===== config.mk =====
export PLATFORM = sky130hd
export DESIGN_NAME = keyed_record_table_flat
export DESIGN_NICKNAME = d
export VERILOG_FILES = /design/src/hdl/kbt_pkg.sv /design/src/hdl/kbt_req_if.sv /design/src/hdl/kbt_rsp_if.sv /design/src/hdl/kbt_cell.sv /design/src/hdl/kbt_ctrl.sv /design/src/hdl/keyed_record_table.sv /design/src/flat_wrapper.sv
export SDC_FILE = /design/constraint.sdc
export NUM_CORES = 1
export LEC_CHECK = 0
export BUFFER_PORTS_ARGS = -buffer_cell sky130_fd_sc_hd__buf_2
export CAP_MARGIN = 5
export CORE_UTILIZATION = 55
export CTS_BUF_LIST = sky130_fd_sc_hd__clkbuf_2
export DETAILED_ROUTE_END_ITERATION = 12
export GPL_TIMING_DRIVEN = 0
export PLACE_DENSITY = 0.8
export SLEW_MARGIN = 15
export SYNTH_ARGS = -nofsm -noshare
export SYNTH_HDL_FRONTEND = slang
export SYNTH_SLANG_ARGS = --single-unit

===== constraint.sdc =====
create_clock -name i_clk -period 20.3 [get_ports i_clk]
set_input_delay 5.075 -clock i_clk [delete_from_list [all_inputs] [get_ports i_clk]]
set_output_delay 5.075 -clock i_clk [all_outputs]
set_load 0.02 [all_outputs]

===== src/hdl/kbt_pkg.sv =====
// Package for the keyed record table: sizes, request and status codes,
// the record entry type and the control bundle that drives the cell row.
// No dependencies.
package kbt_pkg;

    localparam int CAPACITY    = 16;
    localparam int MAX_RESULTS = 16;

    localparam int IDX_W  = (CAPACITY > 1) ? $clog2(CAPACITY) : 1;
    localparam int CNT_W  = $clog2(CAPACITY + 1);
    localparam int LIST_W = (CNT_W > 5) ? CNT_W : 5;

    localparam int REQ_W  = 3;
    localparam int KEY_W  = 32;
    localparam int NAME_W = 32;
    localparam int POP_W  = 31;
    localparam int SLOT_W = 4;
    localparam int ECNT_W = 5;

    typedef logic [REQ_W-1:0] t_req;

    localparam t_req REQ_INSERT = 3'd0;
    localparam t_req REQ_UPDATE = 3'd1;
    localparam t_req REQ_DELETE = 3'd2;
    localparam t_req REQ_LOOKUP = 3'd3;
    localparam t_req REQ_LIST   = 3'd4;

    typedef enum logic [1:0] {
        ST_OK       = 2'd0,
        ST_FULL     = 2'd1,
        ST_NOTFOUND = 2'd2,
        ST_EMPTY    = 2'd3
    } t_status;

    typedef enum logic [1:0] {
        S_IDLE,
        S_SCAN,
        S_COMPACT,
        S_DONE
    } t_state;

    typedef struct packed {
        logic signed [KEY_W-1:0] key;
        logic [NAME_W-1:0]       name_ref;
        logic [POP_W-1:0]        population;
    } t_entry;

    typedef struct packed {
        logic             shift;
        logic             compact;
        logic [IDX_W-1:0] del_slot;
    } t_cell_ctl;

    typedef struct packed {
        t_status           status;
        logic [SLOT_W-1:0] slot;
        t_entry            entry;
    } t_result;

    typedef struct packed {
        t_result           res;
        logic [ECNT_W-1:0] entry_count;
        logic              last;
    } t_out;

endpackage


===== src/hdl/kbt_req_if.sv =====
// Request channel of the keyed record table: valid/ready plus request payload.
// Depends on kbt_pkg.
interface kbt_req_if import kbt_pkg::*; ();

    logic                    valid;
    logic                    ready;
    logic [REQ_W-1:0]        req_type;
    logic signed [KEY_W-1:0] key;
    logic [NAME_W-1:0]       name_ref;
    logic [POP_W-1:0]        population;

    modport source (output valid, req_type, key, name_ref, population, input ready);
    modport sink   (input valid, req_type, key, name_ref, population, output ready);

endinterface


===== src/hdl/kbt_rsp_if.sv =====
// Result channel of the keyed record table: valid/ready plus result payload.
// Depends on kbt_pkg.
interface kbt_rsp_if import kbt_pkg::*; ();

    logic                    valid;
    logic                    ready;
    logic [1:0]              status;
    logic [SLOT_W-1:0]       slot;
    logic signed [KEY_W-1:0] key_out;
    logic [NAME_W-1:0]       name_ref_out;
    logic [POP_W-1:0]        population_out;
    logic [ECNT_W-1:0]       entry_count;
    logic                    last;

    modport source (output valid, status, slot, key_out, name_ref_out, population_out,
                    entry_count, last, input ready);
    modport sink   (input valid, status, slot, key_out, name_ref_out, population_out,
                    entry_count, last, output ready);

endinterface


===== src/hdl/kbt_cell.sv =====
// One storage cell of the record row: holds one entry and loads it from its
// right-hand neighbor on a rotate step or a compaction step. Depends on kbt_pkg.
module kbt_cell import kbt_pkg::*; (
    input  logic             i_clk,
    input  t_cell_ctl        i_ctl,
    input  logic [IDX_W-1:0] i_pos,
    input  t_entry           i_next,
    output t_entry           o_entry
);

    t_entry r_entry;
    logic   load_en;

    // compaction pulls every entry at or above the removed slot down by one
    always_comb begin
        load_en = i_ctl.shift | (i_ctl.compact & (i_pos >= i_ctl.del_slot));
    end

    always_ff @(posedge i_clk) begin
        if (load_en) begin
            r_entry <= i_next;
        end
    end

    assign o_entry = r_entry;

endmodule


===== src/hdl/kbt_ctrl.sv =====
// Sequencer of the record table: request decode, rotation step counter, key
// compare at the row head, result register and output beat register.
// Depends on kbt_pkg, kbt_req_if and kbt_rsp_if.
module kbt_ctrl import kbt_pkg::*; (
    input  logic       i_clk,
    input  logic       i_rst_n,
    kbt_req_if.sink    i_req,
    kbt_rsp_if.source  o_rsp,
    input  t_entry     i_head,
    output t_entry     o_tail,
    output t_cell_ctl  o_cell_ctl
);

    t_state            r_state;
    t_state            n_state;
    logic [IDX_W-1:0]  r_step;
    logic [CNT_W-1:0]  r_count;
    logic              r_found;
    logic [IDX_W-1:0]  r_del_slot;
    t_req              r_req;
    logic signed [KEY_W-1:0] r_key;
    logic [NAME_W-1:0] r_name;
    logic [POP_W-1:0]  r_pop;
    t_result           r_res;
    logic              r_out_valid;
    t_out              r_out;

    logic [LIST_W-1:0] step_l;
    logic [LIST_W-1:0] count_l;
    logic              in_range;
    logic              is_search;
    logic              is_match;
    logic              ins_here;
    logic              list_emit;
    logic              list_last;
    logic              last_step;
    logic              out_free;
    logic              stall;
    logic              accept;
    logic              advance;
    t_entry            new_entry;
    t_entry            upd_entry;
    t_status           err_status;

    always_comb begin
        step_l    = LIST_W'(r_step);
        count_l   = LIST_W'(r_count);
        in_range  = step_l < count_l;
        is_search = (r_req == REQ_UPDATE) || (r_req == REQ_DELETE) || (r_req == REQ_LOOKUP);
        is_match  = is_search && in_range && !r_found && (i_head.key == r_key);
        ins_here  = (r_req == REQ_INSERT) && (CNT_W'(r_step) == r_count);
        list_emit = (r_req == REQ_LIST) && in_range && (step_l < LIST_W'(MAX_RESULTS));
        list_last = ((step_l + LIST_W'(1)) == count_l)
                 || (step_l == LIST_W'(MAX_RESULTS - 1));
        last_step = r_step == IDX_W'(CAPACITY - 1);
        out_free  = !r_out_valid || o_rsp.ready;
        stall     = list_emit && !out_free;
        accept    = i_req.valid && i_req.ready;
        advance   = (r_state == S_SCAN) && !stall;
        new_entry = '{key: r_key, name_ref: r_name, population: r_pop};
        upd_entry = '{key: i_head.key, name_ref: r_name, population: r_pop};
    end

    always_comb begin
        case (i_req.req_type) inside
            REQ_INSERT: err_status = ST_FULL;
            REQ_LIST:   err_status = ST_EMPTY;
            default:    err_status = ST_NOTFOUND;
        endcase
    end

    // next state
    always_comb begin
        n_state = r_state;
        unique case (r_state)
            S_IDLE: begin
                if (accept) begin
                    unique case (i_req.req_type) inside
                        REQ_INSERT: begin
                            n_state = (r_count == CNT_W'(CAPACITY)) ? S_DONE : S_SCAN;
                        end
                        REQ_UPDATE, REQ_DELETE, REQ_LOOKUP: begin
                            n_state = S_SCAN;
                        end
                        REQ_LIST: begin
                            n_state = (r_count == '0) ? S_DONE : S_SCAN;
                        end
                        default: begin
                            n_state = S_IDLE;
                        end
                    endcase
                end
            end
            S_SCAN: begin
                if (!stall && last_step) begin
                    if (r_req == REQ_LIST) begin
                        n_state = S_IDLE;
                    end else if ((r_req == REQ_DELETE) && (r_found || is_match)) begin
                        n_state = S_COMPACT;
                    end else begin
                        n_state = S_DONE;
                    end
                end
            end
            S_COMPACT: begin
                n_state = S_DONE;
            end
            S_DONE: begin
                if (out_free) begin
                    n_state = S_IDLE;
                end
            end
            default: begin
                n_state = S_IDLE;
            end
        endcase
    end

    // outputs
    always_comb begin
        i_req.ready         = 1'b0;
        o_cell_ctl.shift    = 1'b0;
        o_cell_ctl.compact  = 1'b0;
        o_cell_ctl.del_slot = r_del_slot;
        o_tail              = i_head;
        unique case (r_state)
            S_IDLE: begin
                i_req.ready = 1'b1;
            end
            S_SCAN: begin
                o_cell_ctl.shift = !stall;
                if (ins_here) begin
                    o_tail = new_entry;
                end else if (is_match && (r_req == REQ_UPDATE)) begin
                    o_tail = upd_entry;
                end
            end
            S_COMPACT: begin
                o_cell_ctl.compact = 1'b1;
            end
            S_DONE: begin
            end
            default: begin
            end
        endcase
    end

    always_ff @(posedge i_clk) begin
        if (!i_rst_n) begin
            r_state     <= S_IDLE;
            r_step      <= '0;
            r_count     <= '0;
            r_found     <= 1'b0;
            r_out_valid <= 1'b0;
        end else begin
            r_state <= n_state;
            if ((advance && list_emit) || ((r_state == S_DONE) && out_free)) begin
                r_out_valid <= 1'b1;
            end else if (o_rsp.ready) begin
                r_out_valid <= 1'b0;
            end
            if (accept) begin
                r_step  <= '0;
                r_found <= 1'b0;
            end
            if (advance) begin
                r_step <= IDX_W'(r_step + IDX_W'(1));
                if (is_match || ins_here) begin
                    r_found <= 1'b1;
                end
                if (last_step && (r_req == REQ_INSERT)) begin
                    r_count <= CNT_W'(r_count + CNT_W'(1));
                end
            end
            if (r_state == S_COMPACT) begin
                r_count <= CNT_W'(r_count - CNT_W'(1));
            end
        end
    end

    always_ff @(posedge i_clk) begin
        if (accept) begin
            r_req     <= i_req.req_type;
            r_key     <= i_req.key;
            r_name    <= i_req.name_ref;
            r_pop     <= i_req.population;
            r_res     <= '{status: err_status, slot: '0, entry: '0};
        end
        if (advance) begin
            if (is_match) begin
                r_del_slot <= r_step;
                r_res      <= '{status: ST_OK, slot: SLOT_W'(r_step),
                                entry: (r_req == REQ_UPDATE) ? upd_entry : i_head};
            end
            if (ins_here) begin
                r_res <= '{status: ST_OK, slot: SLOT_W'(r_step), entry: new_entry};
            end
            if (list_emit) begin
                r_out <= '{res: '{status: ST_OK, slot: SLOT_W'(r_step), entry: i_head},
                           entry_count: ECNT_W'(r_count), last: list_last};
            end
        end
        if ((r_state == S_DONE) && out_free) begin
            r_out <= '{res: r_res, entry_count: ECNT_W'(r_count), last: 1'b1};
        end
    end

    assign o_rsp.valid          = r_out_valid;
    assign o_rsp.status         = r_out.res.status;
    assign o_rsp.slot           = r_out.res.slot;
    assign o_rsp.key_out        = r_out.res.entry.key;
    assign o_rsp.name_ref_out   = r_out.res.entry.name_ref;
    assign o_rsp.population_out = r_out.res.entry.population;
    assign o_rsp.entry_count    = r_out.entry_count;
    assign o_rsp.last           = r_out.last;

endmodule


===== src/hdl/keyed_record_table.sv =====
// Keyed record table: a compacted table of CAPACITY records held in a row of
// cells that rotates past one key comparator at the head.
// Depends on kbt_pkg, kbt_req_if, kbt_rsp_if, kbt_cell and kbt_ctrl.
//
// Usage:
//   i_req carries one request beat (insert, update, delete, lookup, list);
//   o_rsp carries result beats, the final one of each request with last set.
//   A request is taken only while the table is idle. Every accepted request
//   but a full-table insert, an empty-table list or an unknown code rotates
//   the whole row once, and a search compares the entry at the head against
//   the key; the result beat follows the rotation (a successful delete first
//   compacts the row). A full table on insert or an empty table on list
//   answers without a rotation. Unknown request codes are taken and dropped.
//   A list sends up to 16 beats, one per rotation step that holds an entry.
//   A new request is not taken before the previous rotation has ended: the
//   single head comparator sees one entry per cycle while the row rotates.
//   When the receiver stalls, the result beat is held in the output register;
//   during a list the row stops rotating until the pending beat is taken.
//   Reset empties the table (entry count zero) at the next clock edge.
module keyed_record_table import kbt_pkg::*; (
    input  logic      i_clk,
    input  logic      i_rst_n,
    kbt_req_if.sink   i_req,
    kbt_rsp_if.source o_rsp
);

    t_entry    cell_q [CAPACITY];
    t_entry    tail;
    t_cell_ctl cell_ctl;

    kbt_ctrl u_ctrl (
        .i_clk      (i_clk),
        .i_rst_n    (i_rst_n),
        .i_req      (i_req),
        .o_rsp      (o_rsp),
        .i_head     (cell_q[0]),
        .o_tail     (tail),
        .o_cell_ctl (cell_ctl)
    );

    for (genvar g = 0; g < CAPACITY; g++) begin : g_cell
        t_entry next_entry;
        if (g == CAPACITY - 1) begin : g_tail
            assign next_entry = tail;
        end else begin : g_body
            assign next_entry = cell_q[g + 1];
        end
        kbt_cell u_cell (
            .i_clk   (i_clk),
            .i_ctl   (cell_ctl),
            .i_pos   (IDX_W'(g)),
            .i_next  (next_entry),
            .o_entry (cell_q[g])
        );
    end

endmodule


===== src/flat_wrapper.sv =====
// flat-port wrapper written by rule: the top's interface ports become plain ports
module keyed_record_table_flat import kbt_pkg::*;
  (i_clk, i_rst_n, i_req_valid, i_req_req_type, i_req_key, i_req_name_ref, i_req_population, i_req_ready, o_rsp_valid, o_rsp_status, o_rsp_slot, o_rsp_key_out, o_rsp_name_ref_out, o_rsp_population_out, o_rsp_entry_count, o_rsp_last, o_rsp_ready);
  kbt_req_if i_req_i ();
  kbt_rsp_if o_rsp_i ();
  input  logic i_clk;
  input  logic i_rst_n;
  input wire logic [$bits(i_req_i.valid)-1:0] i_req_valid;
  input wire logic [$bits(i_req_i.req_type)-1:0] i_req_req_type;
  input wire logic [$bits(i_req_i.key)-1:0] i_req_key;
  input wire logic [$bits(i_req_i.name_ref)-1:0] i_req_name_ref;
  input wire logic [$bits(i_req_i.population)-1:0] i_req_population;
  output wire logic [$bits(i_req_i.ready)-1:0] i_req_ready;
  output wire logic [$bits(o_rsp_i.valid)-1:0] o_rsp_valid;
  output wire logic [$bits(o_rsp_i.status)-1:0] o_rsp_status;
  output wire logic [$bits(o_rsp_i.slot)-1:0] o_rsp_slot;
  output wire logic [$bits(o_rsp_i.key_out)-1:0] o_rsp_key_out;
  output wire logic [$bits(o_rsp_i.name_ref_out)-1:0] o_rsp_name_ref_out;
  output wire logic [$bits(o_rsp_i.population_out)-1:0] o_rsp_population_out;
  output wire logic [$bits(o_rsp_i.entry_count)-1:0] o_rsp_entry_count;
  output wire logic [$bits(o_rsp_i.last)-1:0] o_rsp_last;
  input wire logic [$bits(o_rsp_i.ready)-1:0] o_rsp_ready;
  assign i_req_i.valid = i_req_valid;
  assign i_req_i.req_type = i_req_req_type;
  assign i_req_i.key = i_req_key;
  assign i_req_i.name_ref = i_req_name_ref;
  assign i_req_i.population = i_req_population;
  assign i_req_ready = i_req_i.ready;
  assign o_rsp_valid = o_rsp_i.valid;
  assign o_rsp_status = o_rsp_i.status;
  assign o_rsp_slot = o_rsp_i.slot;
  assign o_rsp_key_out = o_rsp_i.key_out;
  assign o_rsp_name_ref_out = o_rsp_i.name_ref_out;
  assign o_rsp_population_out = o_rsp_i.population_out;
  assign o_rsp_entry_count = o_rsp_i.entry_count;
  assign o_rsp_last = o_rsp_i.last;
  assign o_rsp_i.ready = o_rsp_ready;
  keyed_record_table u_core (.i_clk(i_clk), .i_rst_n(i_rst_n), .i_req(i_req_i), .o_rsp(o_rsp_i));
endmodule

==> results.toml, run 1 <==
[yosys]
synth-edff-count = 1728
synthArstFlopShare = 0
netlist_area_mm2 = 0.0598
syn_inst = 2715
syn_nets = 2826
synthMuxAreaShare = 0.00264
synth_top_area_share = 0.868
yosysSeqAreaShare = 0.907
synth_cell_types = 61
synth_top_cell_by_area = "edfxtp_1"
synth_warnings = 0
synth_top_family_by_area = "compound AO/OA/AOI/OAI gates"
ys.flop_type = "edfxtp_1"
synthAdderAreaFrac = 0.00201
synth-simple-area-share = 0.0122
synth_seq_cells = 1843
synth_compound_area_frac = 0.0525
synth_xor_area_frac = 0.00615
synthTopCellsByArea = "edfxtp_1 (87%), dfxtp_1 (3.9%), a22o_1 (1.5%)"
syn_area_per_cell_um2 = 22.0

[die]
ios = 211
floorplan.initialDensity = 0.557
dieArea_mm2 = 0.110
row_count = 120
coreArea_mm2 = 0.107
die_y_um = 332
die-width_um = 332

[critical_path]
critPathKind = "flop to output pin"
cp_data_required_time_ns = 15.23
slowest_stage = "nor2_1"
critPathLaunch = "u_core.u_ctrl.r_state[1]$_SDFFE_PN0P_"
worst-path-max-fanout = 8
start_kind = "flop"
r2r-start = "u_core.u_ctrl.count_l[1]$_SDFFE_PN0P_"
cp_slowest_stage_delay_ns = 0.48
cp-end-kind = "output pin"
crit_path_cell_trace = "nor2_1, buf_2"
cp.arrival_ns = 2.66

[global_routing]
grt_pass1_vias = 29600
antenna_found_initial = 15
overflow = 0
grt_max_degree = 69
grt_pass1_wl_um = 182000
grt.total_usage = 0.227

[sta]
whs_ns = 0.276
clock_skew_ns = 0.216
period_share = 0.381
slew_headroom = 0.286
final_hold_viol_count = 0
post-route-min-period_ns = 7.73
setup_violations = 0
max_freq_ghz = 0.129
rsz0062_at_grt = "no"
maxSlewViolCount = 0
worstMarginPinSlew_ns = 1.07
tns_ns = 0

[clock_network]
cts_buffers = 439
cts_htree_levels = 5
cts.sinks = 1843
clockBufferDepth = 4
ctsHoldBuffers = 0
tritoncts = "done"
post_cts_buffers = 0
ctsResizeCount = 0
insertion_delay_ns = 1.65
path_clk_slew_ns = 0.10
clock_tree.root_cell = "clkbuf_2"

[drt]
drt_iter0_markers = 2977
wire_per_inst_um = 23.9
first_pass_iters = 6
vias_per_cell = 5.51
post-route-drc-count = 0
wl_um = 124000
antenna_left = 0
num_vias = 28600

[place]
hpwlAfterDp_um = 78800
io_buffers = 210
gp_congestion = 0.873

[power_and_ir_drop]
power_leakage_nw = 23.6
irDropWorstVdd_mv = 0.0619
power_density_mw_per_mm2 = 129

[cells_and_area]
finalNetCount = 3559
drive_gt1_frac = 0.283
area_growth_syn_to_layout_pct = 14.3

[outcome]
status = "completed"

[hold_path]
worstHoldStart = "u_core.g_cell[1].u_cell.o_entry[74]$_DFFE_PP_"
min_path_type = "flop to flop"

[run]
cap_violations = 0
## placed cells by master (no fill, tap or decap), drive strengths merged, types with 4 or more instances in the layout
master | netlist | routed
edfxtp | 1728 | 1728
diode | 0 | 8
a22o | 99 | 99
nand2b | 4 | 4
clkinv | 0 | 125
xnor2 | 12 | 12
and3 | 4 | 4
xor2 | 30 | 30
nand4 | 6 | 6
a21oi | 7 | 7
nand2 | 38 | 38
or3 | 5 | 5
o21a | 4 | 4
dfxtp | 115 | 115
o221ai | 81 | 81
inv | 190 | 192
a22oi | 14 | 14
or2 | 5 | 5
buf | 24 | 316
nor3 | 5 | 5
and2 | 11 | 11
nor2 | 19 | 19
nor4 | 15 | 15
nand3 | 8 | 8
mux2 | 14 | 14
bufinv | 0 | 4
a21boi | 4 | 4
clkbuf | 52 | 695
nor2b | 8 | 8
ha | 8 | 8
clkinvlp | 0 | 6
o21ai | 176 | 176
## flip-flops by register name, indices dropped and copies added, names as in the netlist, 5 cells and up
register,count
u_core.u_ctrl.r_res,101
u_core.u_ctrl.r_name,32
u_core.g_cell.u_cell.o_entry,1520
u_core.u_ctrl.r_pop,31
u_core.u_ctrl.count_l,5
u_core.u_ctrl.r_key,32
u_core.u_ctrl.o_rsp.key_out,32
u_core.u_ctrl.o_rsp.name_ref_out,32
u_core.u_ctrl.o_rsp.population_out,31
u_core.u_ctrl.o_rsp.entry_count,5
## worst max-delay path: cells and delay by family (launching register included)
kind	cells	cell delay (ns)
flip-flops	1	0.41
buffers and inverters	1	0.27
AND/OR/NAND/NOR	1	0.48
## final timing paths
check / to / slack, ns / cells after the start
worst max-delay path: i_req_ready / 12.57 / 2
worst min-delay path: u_core.g_cell[0].u_cell.o_entry[74]$_DFFE_PP_ / 0.28 / 0
worst max register to register: u_core.g_cell[14].u_cell.o_entry[5]$_DFFE_PP_ / 15.54 / 10
worst min register to register: u_core.g_cell[0].u_cell.o_entry[74]$_DFFE_PP_ / 0.28 / 0
## cell families after synthesis
family / count (synthesis)
adders and majority gates: 9
and+or+nand+nor: 133
buffers and inverters: 266
xor gates and xnor gates: 42
DFF: 1843
muxes: 14
AOI/OAI and AO/OA: 408
## layout make-up
class | instances | area, µm²
antenna | 8 | 20.0
buffer | 76 | 362
clock buffer | 643 | 3220
clock inverter | 137 | 674
fill | 7038 | 39000
inverter | 190 | 728
multi-input combinational | 606 | 4670
sequential | 1843 | 54200
tap | 1403 | 1760
timing repair buffer | 292 | 2700
## power breakdown
group	leakage (nW)	switching [mW]	internal (mW)
clock	2.97	1.40	0.898
sequential	16.9	0.259	5.27
combinational	3.69	0.707	0.265
## through the flow
step           area (µm²)  std cells  utilization  power, mW  worst slack, ns
2_1_floorplan       59800       2715            -       6.04             7.77
3_3_place_gp        62600       4328        0.583       6.57             1.04
3_5_place_dp        64400       4410        0.600       6.59            11.30
4_1_cts             68300       5190        0.636       8.89            12.40
5_1_grt             68300       5197        0.636       9.18            12.38
6_report            68300       5198        0.636       8.80            12.57
## cell usage after synthesis (all sizes together) (2+ instances only)
cell type / count
nand2: 38
edfxtp: 1728
o31ai: 3
a21boi: 4
o21ai: 176
a22o: 99
xnor2: 12
a21oi: 7
nor2: 19
nand2b: 4
a22oi: 14
mux2: 14
or3: 5
ha: 8
nor3: 5
or2: 5
clkbuf: 52
nor4: 15
o21bai: 3
a31oi: 3
buf: 24
o211ai: 2
dfxtp: 115
inv: 190
o21a: 4
xor2: 30
nand4: 6
and3: 4
nand3b: 2
nor2b: 8
and2: 11
o221ai: 81
nand3: 8
## layer usage
metal / GRT usage / up-vias / wire length, µm
met4: 0.102 / 12 / 4070
met3: 0.0670 / 296 / 12200
met1: 0.318 / 14300 / 51500
met2: 0.335 / 1553 / 56300
met5: 0 / - / 63
li1: - / 12400 / -
Power figures use the tool's default switching activity.
==> inputs of run 2 (changes only) <==
==> constraint.sdc (replaced) <==
create_clock -name i_clk -period 7.8 [get_ports i_clk]
set_input_delay 1.95 -clock i_clk [delete_from_list [all_inputs] [get_ports i_clk]]
set_output_delay 1.95 -clock i_clk [all_outputs]
set_load 0.02 [all_outputs]
==> run 2 against run 1 <==
First-iteration DRC count increased by 6.6%. Clock-buffer cell count is 1 lower. Routed wire length is 1.6% higher. Via count down 0.17%. Combinational power rose to 2.7 times the previous value. Design area about the same. Non-clock buffer count up 5. Critical path type is now flop to flop.
==> results.toml, run 2 (same netlist as run 1, synthesis figures left out) <==
[outcome]
status = "completed"

[drt]
num_vias = 28600
first_pass_iters = 6
wire_per_inst_um = 24.3
wl_um = 126000
drt_iter0_markers = 3172
vias_per_cell = 5.51
antenna_left = 0
post-route-drc-count = 0

[cells_and_area]
drive_gt1_frac = 0.284
final_cells = 5187
finalNetCount = 3563
largest_register_ffs = 1520
layout_commonest_cell = "edfxtp_1"
area_growth_syn_to_layout_pct = 14.4
final_cell_mix = "edfxtp_1 (1728), clkbuf_2 (643), buf_2 (224), inv_1 (186), o21ai_0 (155)"

[critical_path]
slowest_stage = "clkbuf_1"
start_kind = "flop"
cp-end-kind = "flop"
worst-path-max-fanout = 10
cp_data_required_time_ns = 9.06
crit_path_cell_trace = "inv_1, ha_1, or2_1, o311a_1, o41ai_2, clkbuf_1, o211ai_1, buf_4, buf_4, buf_4, buf_6, buf_4, buf_4"
cp.arrival_ns = 6.20
cp_slowest_stage_delay_ns = 0.89
path_common_cell = "buf_4"
critPathKind = "flop to flop"

[power_and_ir_drop]
power_density_mw_per_mm2 = 336
power_leakage_nw = 23.6
irDropWorstVdd_mv = 0.209

[hold_path]
min_path_type = "flop to flop"

[sta]
final_hold_viol_count = 0
setup_violations = 0
post-route-min-period_ns = 4.94
rsz0062_at_grt = "no"
period_share = 0.633
worstMarginPinSlew_ns = 1.24
max_freq_ghz = 0.203
layout_setup_ws_ns = 2.86
clock_skew_ns = 0.241
slew_headroom = 0.173
maxSlewViolCount = 0

[global_routing]
antenna_found_initial = 17
grt_pass1_vias = 29500
grt_pass1_wl_um = 184000
overflow = 0
grt_max_degree = 63
grt.total_usage = 0.231

[clock_network]
path_clk_slew_ns = 0.11
insertion_delay_ns = 1.65
cts_buffers = 438
tritoncts = "done"
ctsResizeCount = 0
cts.sinks = 1843
clock_tree.root_cell = "clkbuf_2"
clockBufferDepth = 4
ctsHoldBuffers = 0
cts_htree_levels = 5
post_cts_buffers = 0

[die]
ios = 211
die_y_um = 332
row_count = 120
floorplan.initialDensity = 0.557
dieArea_mm2 = 0.110
coreArea_mm2 = 0.107
die-width_um = 332

[run]
cap_violations = 0

[place]
placedCellCount = 4415
io_buffers = 210
dp_slack_ns = 2.06
gp_congestion = 0.861
hpwlAfterDp_um = 79700
run 2: final timing paths:
path	slack, ns	endpoint	startpoint	depth (start not counted)
setup / recovery	2.86	u_core.g_cell[13].u_cell.o_entry[2]$_DFFE_PP_	u_core.u_ctrl.count_l[2]$_SDFFE_PN0P_	13
hold / removal	0.28	u_core.g_cell[7].u_cell.o_entry[19]$_DFFE_PP_	u_core.g_cell[8].u_cell.o_entry[19]$_DFFE_PP_	0
setup reg to reg	2.86	u_core.g_cell[13].u_cell.o_entry[2]$_DFFE_PP_	u_core.u_ctrl.count_l[2]$_SDFFE_PN0P_	13
hold reg to reg	0.28	u_core.g_cell[7].u_cell.o_entry[19]$_DFFE_PP_	u_core.g_cell[8].u_cell.o_entry[19]$_DFFE_PP_	0
run 2: worst max-delay path: cells and delay by family (launching register included):
family	cells	cell delay, ns
fa+ha+maj	1	0.31
compound gates	3	1.37
buf+inv	8	2.22
simple gates	1	0.25
flops	1	0.48
run 2: metrics by stage:
step	power [mW]	util	hold slack (ns)	instance area [µm²]	TNS, ns
4_1_cts	23.2	0.637	0.248	68400	0
2_1_floorplan	15.6	-	0.400	59800	0
5_1_grt	23.9	0.637	0.258	68400	0
3_3_place_gp	17.0	0.583	0.401	62600	-2445.19
6_report	23.0	0.637	0.284	68400	0
3_5_place_dp	17.3	0.601	0.405	64500	0
run 2: routing by layer:
| metal | global-route usage | vias to the layer above | share of wire |
|---|---|---|---|
| met5 | 0 | - | 0 |
| met4 | 0.0934 | 0 | 0.028 |
| met3 | 0.0596 | 276 | 0.097 |
| met2 | 0.343 | 1519 | 0.46 |
| met1 | 0.329 | 14300 | 0.42 |
| li1 | - | 12400 | - |
run 2: area by class of cell:
type	instances	area [µm²]
plain buffers	76	360
repair buffers	297	2830
fillers	7126	39000
well taps	1403	1760
clock inverters	122	608
inverters	190	728
flip-flops and latches	1843	54200
multi-input cells	606	4670
diodes	8	20.0
clock buffers	642	3210
run 2: report_power, final:
part,switching (mW),internal (mW)
logic,1.92,0.739
clock network,3.59,2.32
registers,0.670,13.7
